### src/rtl/core/rmsd_pkg.sv
// Shared constants, types and sequencer states for the running mean and deviation block.
package rmsd_pkg;

  localparam int MAX_SAMPLES = 65536;
  localparam int SAMPLE_W    = 24;

  localparam int SMP_W   = 24;              // port width of a sample and of the mean
  localparam int SD_W    = 24;
  localparam int CNT_W   = 17;
  localparam int SUM_W   = 40;
  localparam int SQ_W    = 63;
  localparam int PROD_W  = 80;              // n*Q and S*S both stay below 2^79
  localparam int ACC_W   = PROD_W + 1;      // one spare bit for borrow
  localparam int DVS_W   = 32;              // n*(n-1) is below 2^32
  localparam int REM_W   = DVS_W + 1;
  localparam int ROOT_W  = 48;              // radicand width; wider quotients saturate
  localparam int SQRT_STEPS = ROOT_W / 2;
  localparam int STEP_W  = $clog2(PROD_W);
  localparam int IN_DATA_W  = 24;
  localparam int IN_USER_W  = 3;
  localparam int OUT_DATA_W = 72;

  typedef enum logic [2:0] {
    E_IDLE,
    E_MEAN_DIV,
    E_MEAN_FIX,
    E_MUL_Q,
    E_MUL_S,
    E_VAR_DIV,
    E_SQRT,
    E_DONE
  } eng_state_t;

  typedef struct packed {
    logic [ACC_W-1:0] a;
    logic [ACC_W-1:0] b;
    logic             sub;
  } alu_op_t;

  typedef struct packed {
    logic start;
    logic sink_free;
  } eng_req_t;

  typedef struct packed {
    logic             busy;
    logic             done;
    logic [SMP_W-1:0] mean;
    logic [SD_W-1:0]  sd;
  } eng_rsp_t;

endpackage

### src/rtl/core/rmsd_alu.sv
// Shared wide add/subtract unit used by the division, multiply and square-root steps of the statistics sequencer.
module rmsd_alu import rmsd_pkg::*; (
  input  alu_op_t          op,
  output logic [ACC_W-1:0] y
);

  // For a subtract of two values below 2^80, the top bit is the borrow.
  assign y = op.sub ? (op.a - op.b) : (op.a + op.b);

endmodule

### src/rtl/core/rmsd_engine.sv
// Sequencer that computes mean and sample deviation through the shared add/subtract unit.
module rmsd_engine import rmsd_pkg::*; (
  input  logic                    clk,
  input  logic                    rst,
  input  eng_req_t                req,
  input  logic [CNT_W-1:0]        n,
  input  logic signed [SUM_W-1:0] s,
  input  logic [SQ_W-1:0]         q,
  output eng_rsp_t                rsp
);

  eng_state_t        state, state_next;
  logic [STEP_W-1:0] cnt, cnt_next;
  logic [ACC_W-1:0]  acc, acc_next;
  logic [PROD_W-1:0] mcand, mcand_next;
  logic [ROOT_W-1:0] mplier, mplier_next;
  logic [REM_W-1:0]  rem, rem_next;
  logic [DVS_W-1:0]  dvsr, dvsr_next;
  logic [ROOT_W-1:0] quot, quot_next;
  logic              ovf, ovf_next;
  logic              neg, neg_next;
  logic [SMP_W-1:0]  mean, mean_next;
  logic [SD_W-1:0]   sd, sd_next;

  alu_op_t           op;
  logic [ACC_W-1:0]  y;
  logic              borrow;
  logic [SUM_W-1:0]  smag;
  logic [REM_W:0]    trial;
  logic              fits;
  logic [2*CNT_W-1:0] pair;
  logic [SMP_W-1:0]  qmean;
  logic [ROOT_W-1:0] root_try;

  rmsd_alu u_alu (
    .op (op),
    .y  (y)
  );

  assign borrow   = y[ACC_W-1];
  assign smag     = s[SUM_W-1] ? (~s + SUM_W'(1)) : s;
  assign trial    = {rem, acc[PROD_W-1]};
  assign fits     = !borrow;
  assign pair     = n * (n - CNT_W'(1));
  assign qmean    = quot[SMP_W-1:0] + SMP_W'(neg && (rem != '0));
  assign root_try = mcand[ROOT_W-1:0] | mplier;

  always_comb begin
    unique case (state)
      E_MEAN_DIV, E_VAR_DIV: begin
        op = '{a: ACC_W'(trial), b: ACC_W'(dvsr), sub: 1'b1};
      end
      E_MUL_Q: op = '{a: acc, b: ACC_W'(mcand), sub: 1'b0};
      E_MUL_S: op = '{a: acc, b: ACC_W'(mcand), sub: 1'b1};
      E_SQRT:  op = '{a: ACC_W'(quot), b: ACC_W'(root_try), sub: 1'b1};
      default: op = '{a: acc, b: '0, sub: 1'b0};
    endcase
  end

  always_ff @(posedge clk) begin
    if (rst) begin
      state <= E_IDLE;
    end else begin
      state <= state_next;
    end
  end

  always_ff @(posedge clk) begin
    cnt    <= cnt_next;
    acc    <= acc_next;
    mcand  <= mcand_next;
    mplier <= mplier_next;
    rem    <= rem_next;
    dvsr   <= dvsr_next;
    quot   <= quot_next;
    ovf    <= ovf_next;
    neg    <= neg_next;
    mean   <= mean_next;
    sd     <= sd_next;
  end

  always_comb begin
    state_next  = state;
    cnt_next    = cnt - STEP_W'(1);
    acc_next    = acc;
    mcand_next  = mcand;
    mplier_next = mplier;
    rem_next    = rem;
    dvsr_next   = dvsr;
    quot_next   = quot;
    ovf_next    = ovf;
    neg_next    = neg;
    mean_next   = mean;
    sd_next     = sd;

    unique case (state)
      E_IDLE: begin
        if (req.start) begin
          if (n < CNT_W'(2)) begin
            // No samples gives all zeros; a single sample is its own mean.
            mean_next  = (n == CNT_W'(1)) ? s[SMP_W-1:0] : '0;
            sd_next    = '0;
            state_next = E_DONE;
          end else begin
            neg_next   = s[SUM_W-1];
            acc_next   = {1'b0, smag, {(PROD_W-SUM_W){1'b0}}};
            rem_next   = '0;
            dvsr_next  = DVS_W'(n);
            quot_next  = '0;
            cnt_next   = STEP_W'(SUM_W - 1);
            state_next = E_MEAN_DIV;
          end
        end
      end

      E_MEAN_DIV, E_VAR_DIV: begin
        // Restoring division, one quotient bit per cycle.
        rem_next  = fits ? y[REM_W-1:0] : trial[REM_W-1:0];
        acc_next  = acc << 1;
        quot_next = {quot[ROOT_W-2:0], fits};
        ovf_next  = ovf | quot[ROOT_W-1];
        if (cnt == '0) begin
          if (state == E_MEAN_DIV) begin
            state_next = E_MEAN_FIX;
          end else begin
            mcand_next  = '0;
            mplier_next = ROOT_W'(1) << (2 * (SQRT_STEPS - 1));
            cnt_next    = STEP_W'(SQRT_STEPS - 1);
            state_next  = E_SQRT;
          end
        end
      end

      E_MEAN_FIX: begin
        // Floor of a negative quotient rounds the magnitude up.
        mean_next   = neg ? (~qmean + SMP_W'(1)) : qmean;
        acc_next    = '0;
        mcand_next  = PROD_W'(q);
        mplier_next = ROOT_W'(n);
        dvsr_next   = pair[DVS_W-1:0];
        cnt_next    = STEP_W'(CNT_W - 1);
        state_next  = E_MUL_Q;
      end

      E_MUL_Q: begin
        if (mplier[0]) begin
          acc_next = y;
        end
        mcand_next  = mcand << 1;
        mplier_next = mplier >> 1;
        if (cnt == '0) begin
          mcand_next  = PROD_W'(smag);
          mplier_next = ROOT_W'(smag);
          cnt_next    = STEP_W'(SUM_W - 1);
          state_next  = E_MUL_S;
        end
      end

      E_MUL_S: begin
        if (mplier[0]) begin
          acc_next = y;
        end
        mcand_next  = mcand << 1;
        mplier_next = mplier >> 1;
        if (cnt == '0) begin
          // A negative spread is taken as zero.
          if (acc_next[ACC_W-1]) begin
            acc_next = '0;
          end
          rem_next   = '0;
          quot_next  = '0;
          ovf_next   = 1'b0;
          cnt_next   = STEP_W'(PROD_W - 1);
          state_next = E_VAR_DIV;
        end
      end

      E_SQRT: begin
        // Digit-by-digit square root; the root and the test bit never overlap.
        if (fits) begin
          quot_next  = y[ROOT_W-1:0];
          mcand_next = PROD_W'((mcand[ROOT_W-1:0] >> 1) | mplier);
        end else begin
          mcand_next = PROD_W'(mcand[ROOT_W-1:0] >> 1);
        end
        mplier_next = mplier >> 2;
        if (cnt == '0) begin
          sd_next    = ovf ? '1 : mcand_next[SD_W-1:0];
          state_next = E_DONE;
        end
      end

      E_DONE: begin
        if (req.sink_free) begin
          state_next = E_IDLE;
        end
      end

      default: state_next = E_IDLE;
    endcase
  end

  assign rsp = '{busy: (state != E_IDLE),
                 done: (state == E_DONE) && req.sink_free,
                 mean: mean,
                 sd:   sd};

endmodule

### src/rtl/core/running_mean_sample_stdev.sv
// Top level: sample accumulation, stream handshakes and result register of the statistics block.
//
// Samples arrive on the slave stream (s_tvalid, s_tready, s_tdata, s_tuser). Each transaction
// carries one 24-bit signed sample in s_tdata and three flags in s_tuser: sample_valid adds
// the sample to the count, sum and sum of squares; report asks for one result covering every
// sample so far, this one included; clear zeroes the sums after that result. Once the count
// reaches MAX_SAMPLES further samples are ignored.
// Transactions without report stream at one per clock while no report is pending or in work.
// A report with two or more samples runs the mean division (40 steps), n*Q (17 steps),
// S*S (40 steps), the variance division (80 steps) and the square root (24 steps) on one
// shared 81-bit add/subtract unit; with fewer samples it goes straight to the result.
// s_tready stays low from the report until the result is handed to the output register.
// Results leave on the master stream (m_tvalid, m_tready, m_tdata) from an output register.
// While a result waits for m_tready, new samples are still taken; a further report finishes
// its arithmetic and then holds until the register is free.
// Reset (rst, synchronous, active high) empties the accumulators and drops any result.
module running_mean_sample_stdev import rmsd_pkg::*; (
  input  logic                  clk,
  input  logic                  rst,
  input  logic                  s_tvalid,
  output logic                  s_tready,
  input  logic [IN_DATA_W-1:0]  s_tdata,   // [23:0] sample
  input  logic [IN_USER_W-1:0]  s_tuser,   // [0] sample_valid, [1] report, [2] clear
  output logic                  m_tvalid,
  input  logic                  m_tready,
  output logic [OUT_DATA_W-1:0] m_tdata    // [23:0] mean_value, [47:24] std_dev,
                                           // [64:48] sample_count, [71:65] zero
);

  logic [CNT_W-1:0]        count;
  logic signed [SUM_W-1:0] running_sum;
  logic [SQ_W-1:0]         running_sum_of_squares;
  logic                    pending;
  logic                    clear_hold;

  logic signed [SAMPLE_W-1:0] sample_raw;
  logic signed [SMP_W-1:0]    sample_x;
  logic signed [2*SMP_W-1:0]  sample_sq;
  logic                       accept;
  logic                       add_ok;

  eng_req_t req;
  eng_rsp_t rsp;

  // Only the low SAMPLE_W bits count, sign-extended from the top one.
  assign sample_raw = s_tdata[SAMPLE_W-1:0];
  assign sample_x   = SMP_W'(sample_raw);
  assign sample_sq  = sample_x * sample_x;

  assign s_tready = !pending && !rsp.busy;
  assign accept   = s_tvalid && s_tready;
  assign add_ok   = s_tuser[0] && (count < CNT_W'(MAX_SAMPLES));

  // The engine starts the cycle after the report, once the sums include its sample.
  assign req.start     = pending;
  assign req.sink_free = !m_tvalid || m_tready;

  rmsd_engine u_engine (
    .clk (clk),
    .rst (rst),
    .req (req),
    .n   (count),
    .s   (running_sum),
    .q   (running_sum_of_squares),
    .rsp (rsp)
  );

  always_ff @(posedge clk) begin
    if (rst) begin
      count                  <= '0;
      running_sum            <= '0;
      running_sum_of_squares <= '0;
      pending                <= 1'b0;
      clear_hold             <= 1'b0;
    end else begin
      pending <= 1'b0;
      if (accept) begin
        if (s_tuser[2] && !s_tuser[1]) begin
          // Clear with no report: whatever this item adds is dropped at once.
          count                  <= '0;
          running_sum            <= '0;
          running_sum_of_squares <= '0;
        end else if (add_ok) begin
          count                  <= count + CNT_W'(1);
          running_sum            <= running_sum + SUM_W'(sample_x);
          running_sum_of_squares <= running_sum_of_squares + SQ_W'(unsigned'(sample_sq));
        end
        if (s_tuser[1]) begin
          pending    <= 1'b1;
          clear_hold <= s_tuser[2];
        end
      end else if (rsp.done && clear_hold) begin
        // The report has been taken into the output register; now apply its clear.
        count                  <= '0;
        running_sum            <= '0;
        running_sum_of_squares <= '0;
        clear_hold             <= 1'b0;
      end
    end
  end

  always_ff @(posedge clk) begin
    if (rst) begin
      m_tvalid <= 1'b0;
    end else if (rsp.done) begin
      m_tvalid <= 1'b1;
    end else if (m_tready) begin
      m_tvalid <= 1'b0;
    end
  end

  always_ff @(posedge clk) begin
    if (rsp.done) begin
      m_tdata <= {(OUT_DATA_W - SMP_W - SD_W - CNT_W)'(0), count, rsp.sd, rsp.mean};
    end
  end

endmodule
### config.mk
export PLATFORM = sky130hd
export DESIGN_NAME = running_mean_sample_stdev
export DESIGN_NICKNAME = d
export VERILOG_FILES = /design/src/rtl/core/rmsd_pkg.sv /design/src/rtl/core/rmsd_alu.sv /design/src/rtl/core/rmsd_engine.sv /design/src/rtl/core/running_mean_sample_stdev.sv
export SDC_FILE = /design/constraint.sdc
export NUM_CORES = 2
export LEC_CHECK = 0
export BUFFER_PORTS_ARGS = -buffer_cell sky130_fd_sc_hd__buf_2
export CORE_UTILIZATION = 40
export DETAILED_ROUTE_END_ITERATION = 10
export REMOVE_ABC_BUFFERS = 1
export SLEW_MARGIN = 20
export SYNTH_ARGS = -nofsm -noshare
export SYNTH_HDL_FRONTEND = slang
export SYNTH_SLANG_ARGS = --single-unit
### constraint.sdc
create_clock -name clk -period 9.45 [get_ports clk]
set_clock_uncertainty 0.2 [all_clocks]
set_input_delay 0.4725 -clock clk [delete_from_list [all_inputs] [get_ports clk]]
set_output_delay 0.4725 -clock clk [all_outputs]
set_load 0.005 [all_outputs]
==> summary.md <==
| Metric | Value |
|---|---|
| Final antenna diode count | 0 |
| CP required | 9820 ps |
| Fin worst setup slack | just under 500 ps |
| Mapped Cells | 7,646 |
| RSZ-0062 raised after global routing | no |
| Core Region | 173,800 µm² |
| Max-slew headroom | 20.57% |
| Yosys reg bits | 569 |
| Slew Viols, Final | 0 |
| Initial Util | 40.26% |
| Top cell type's share of synthesized area | 24.32% |
| Clock buffer depth | 3 |
| Post-synthesis adder-cell area fraction | 31.56% |
| IO Port Bufs | 97 |
| Outcome | complete, no violations |
| Detailed Place HPWL | 177,300 µm |
| CP max stage delay | 620 ps |
| Sequential share of the synthesized area | a little under a quarter |
| Final GP Congestion | 0.9738 |
| Htree depth | 3 |
| Pre-antenna DRT Iters | 8 |
| Antenna Nets Post-Route | 0 |
| Crit. End Element | flip-flop |
| Synth area leaders | fa_1 (24%), edfxtp_1 (19%), ha_1 (7.2%), inv_1 (5.8%), nand2_1 (3.8%) |
| Hold_sp | rst |
| Root Buffer Master | clkbuf_16 |
| Share of layout cells above drive strength 1 | between 10% and 20% |
| CTS Buf Count | 69 |
| Worst path top cell family by delay | adder cells |
| Final Non-Filler Cells | between 10,000 and 15,000 |
| Post-synth top flop | edfxtp_1 |
| Ports | 105 |
| Vias in the first global route | 58,233 |
| CP dominant cell by count | fa_1 |
| Final setup vio count | 0 |
| F_max | 111.6 MHz |
| Most area-hungry cell type in the Yosys netlist | fa_1 |
| WL final | 224,200 µm |
| CP max FO | 8 |
| Largest family of logic cells by synthesized area | adder cells |
| Xor/xnor share of the synthesized area | 5.217% |
| Final worst path period need | roughly 9000 ps |
| Initial antenna violation count | 9 |
| Post-synthesis mux area share | around 2.8% |
| Crit path arrival time | about 9300 ps |
| Largest net degree at the start of global routing | 100 |
| # DRC | 0 |
| Worst flop-to-flop path startpoint | u_engine.state[0] |
| Max stage delay cell, worst path | fa_1 |
| Commonest non-fill, non-tap cell in the layout | inv_1 |
| Util after Layout | 44.90% |
| WL/cell | 21.74 µm |
| Vias | 57,449 |
| Clk sinks | approximately 570 |
| Reg-to-reg slack, setup | roughly 640 ps |
| CTS tree | yes |
| Synth Area in Simple Gates | 14.75% |
| P&R area growth vs syn | 11.54% |
| Initial DRC count | 5,639 |
| Die Wd | 420.3 µm |
| Total global routing overflow | 0 |
| DP Worst Slack | -635.8 ps |
| Synth Area per Inst | between 9 and 10 µm² |
| Hold Crit Depth | 3 |
| Post-synth EDFFs | 436 |
| TNS Setup | 0 ps |
| Netlist cell types | 89 |
| Max-cap violations | 0 |
| FP Rows | 153 |
| Hold Path Sink | running_sum_of_squares[29] |
| Clock Latency Late Sink | 700 ps |
| Part of the cycle the worst path needs | about 95% |
| Slew @ Worst Pin | 1190 ps |
| Clock transition at path regs | 60 ps |
| Full die area | 176,600 µm² |
| CP bufs+invs | 11 |
| Worst Hold Class | in -> reg |
| First-pass GRT wire length | 347,900 µm |
| Total GRT Usage | 25.57% |
| Final hold viol count | 0 |
| R2r endpoint | u_engine.acc[79] |
| Critical path type | in -> reg |
| Syn Std Cell Area | 69,980 µm² |
| Most frequent cells in the layout | inv_1 (1,089), fa_1 (850), nand2_1 (711) |
| Asr flop ratio synth | 0% |
| Ys Warns | 0 |
| Cells on worst reg2reg path | 23 |
| Post-synthesis compound-gate area fraction | between 10% and 20% |
| Nets@finish | around 9,200 |
| Vias per cell | about 5.6 |
| Worst setup SP type | input pin |
| Die height | 420.3 µm |
| Placed Cells | 10,185 |
[worst reg2reg max path, cell delays in order, from the launching register on]
cell and delay (ps):
dfxtp_4 570, nand2b_2 800, o221ai_1 610, nor4_4 480, nand4_4 210, or3_1 540, nor3_1 470, nand2_1 150
nand2_1 110, xor2_1 430, ha_1 440, nand3_1 110, nor2_1 210, nand2_1 120, nor4_1 510, a2111oi_0 210
buf_4 190, a2111oi_0 710, nor4_1 250, o31a_1 370, nor3b_1 390, o21ai_0 180, mux2_2 290, a21oi_1 120
[registers in the layout, indices dropped and copies added (netlist names)]
| register | cells |
|---|---|
| u_engine.mcand | 80 |
| running_sum_of_squares | 63 |
| u_engine.mean | 24 |
| running_sum | 40 |
| m_tdata | 65 |
| u_engine.neg | 1 |
| u_engine.state | 3 |
| u_engine.dvsr | 32 |
| u_engine.sd | 24 |
| count | 17 |
| u_engine.mplier | 47 |
| u_engine.acc | 81 |
| u_engine.rem | 33 |
| m_tvalid | 1 |
| u_engine.ovf | 1 |
| pending | 1 |
| u_engine.quot | 48 |
| clear_hold | 1 |
| u_engine.cnt | 7 |
[routing by layer]
metal  global-route usage (%)  vias up  routed length [µm]
met5                        0        -                  75
met4                    11.78       10               11310
met3                    2.954      459               14440
met2                    41.75     2138              104000
met1                    33.91    28613               94400
li1                         -    26229                   -
[area by class of cell]
| cell class | count | area (µm²) |
|---|---|---|
| clock buffers | 91 | 1872 |
| clock inverters | 32 | 311.5 |
| fillers | 17024 | 95770 |
| inverters | 1092 | 4099 |
| multi-input cells | 5635 | 48890 |
| flip-flops and latches | 569 | 15760 |
| well taps | 2325 | 2909 |
| repair buffers | 571 | 4208 |
[cells by family after synthesis]
logic type / after synthesis
compound gates: 1607
mux: 189
buf+inv: 1482
other cells: 2
xor+xnor: 416
simple gates: 2126
fa+ha+maj: 1255
flops: 569
[how the worst max path moves through the flow]
stage               slack [ps]                          to              start  depth (start not counted)
global route                 4  running_sum_of_squares[56]         s_tdata[4]                         40
floorplan                -6750            u_engine.quot[0]  u_engine.state[1]                         16
detailed placement        -640  running_sum_of_squares[57]        s_tdata[11]                         40
finish                     490  running_sum_of_squares[50]         s_tdata[4]                         40
CTS                         80  running_sum_of_squares[57]        s_tdata[11]                         40
global placement          -510  running_sum_of_squares[57]        s_tdata[10]                         38
[synth_stat cells, types with 118 or more instances]
library cell,count
nand2_1,713
ha_1,405
xor2_1,189
dfxtp_1,133
nor2b_1,132
o21ai_0,356
inv_1,1089
nor2_1,473
a21oi_1,452
edfxtp_1,436
fa_1,850
mux2i_1,118
nand2b_1,232
xnor2_1,226
clkbuf_1,318
a21o_1,123
and2_1,131
[per-stage QoR]
step	hold slack, ps	area, µm²
3_3_place_gp	201.6	75720
2_1_floorplan	200.3	68520
6_report	115.4	78050
3_5_place_dp	205.4	75740
4_1_cts	74.38	77990
5_1_grt	120.2	78050
[what timing repair did]
item                                    CTS  global route
endpoints found under the setup margin    0            15
hold buffers                              6             0
buffers inserted                          0             0
resized for setup                         0            10
endpoints found under the hold margin     3             0
Power is left out: the tool's default activity adds up to more than one toggle a clock period on the data nets, which glitch-free logic cannot reach.
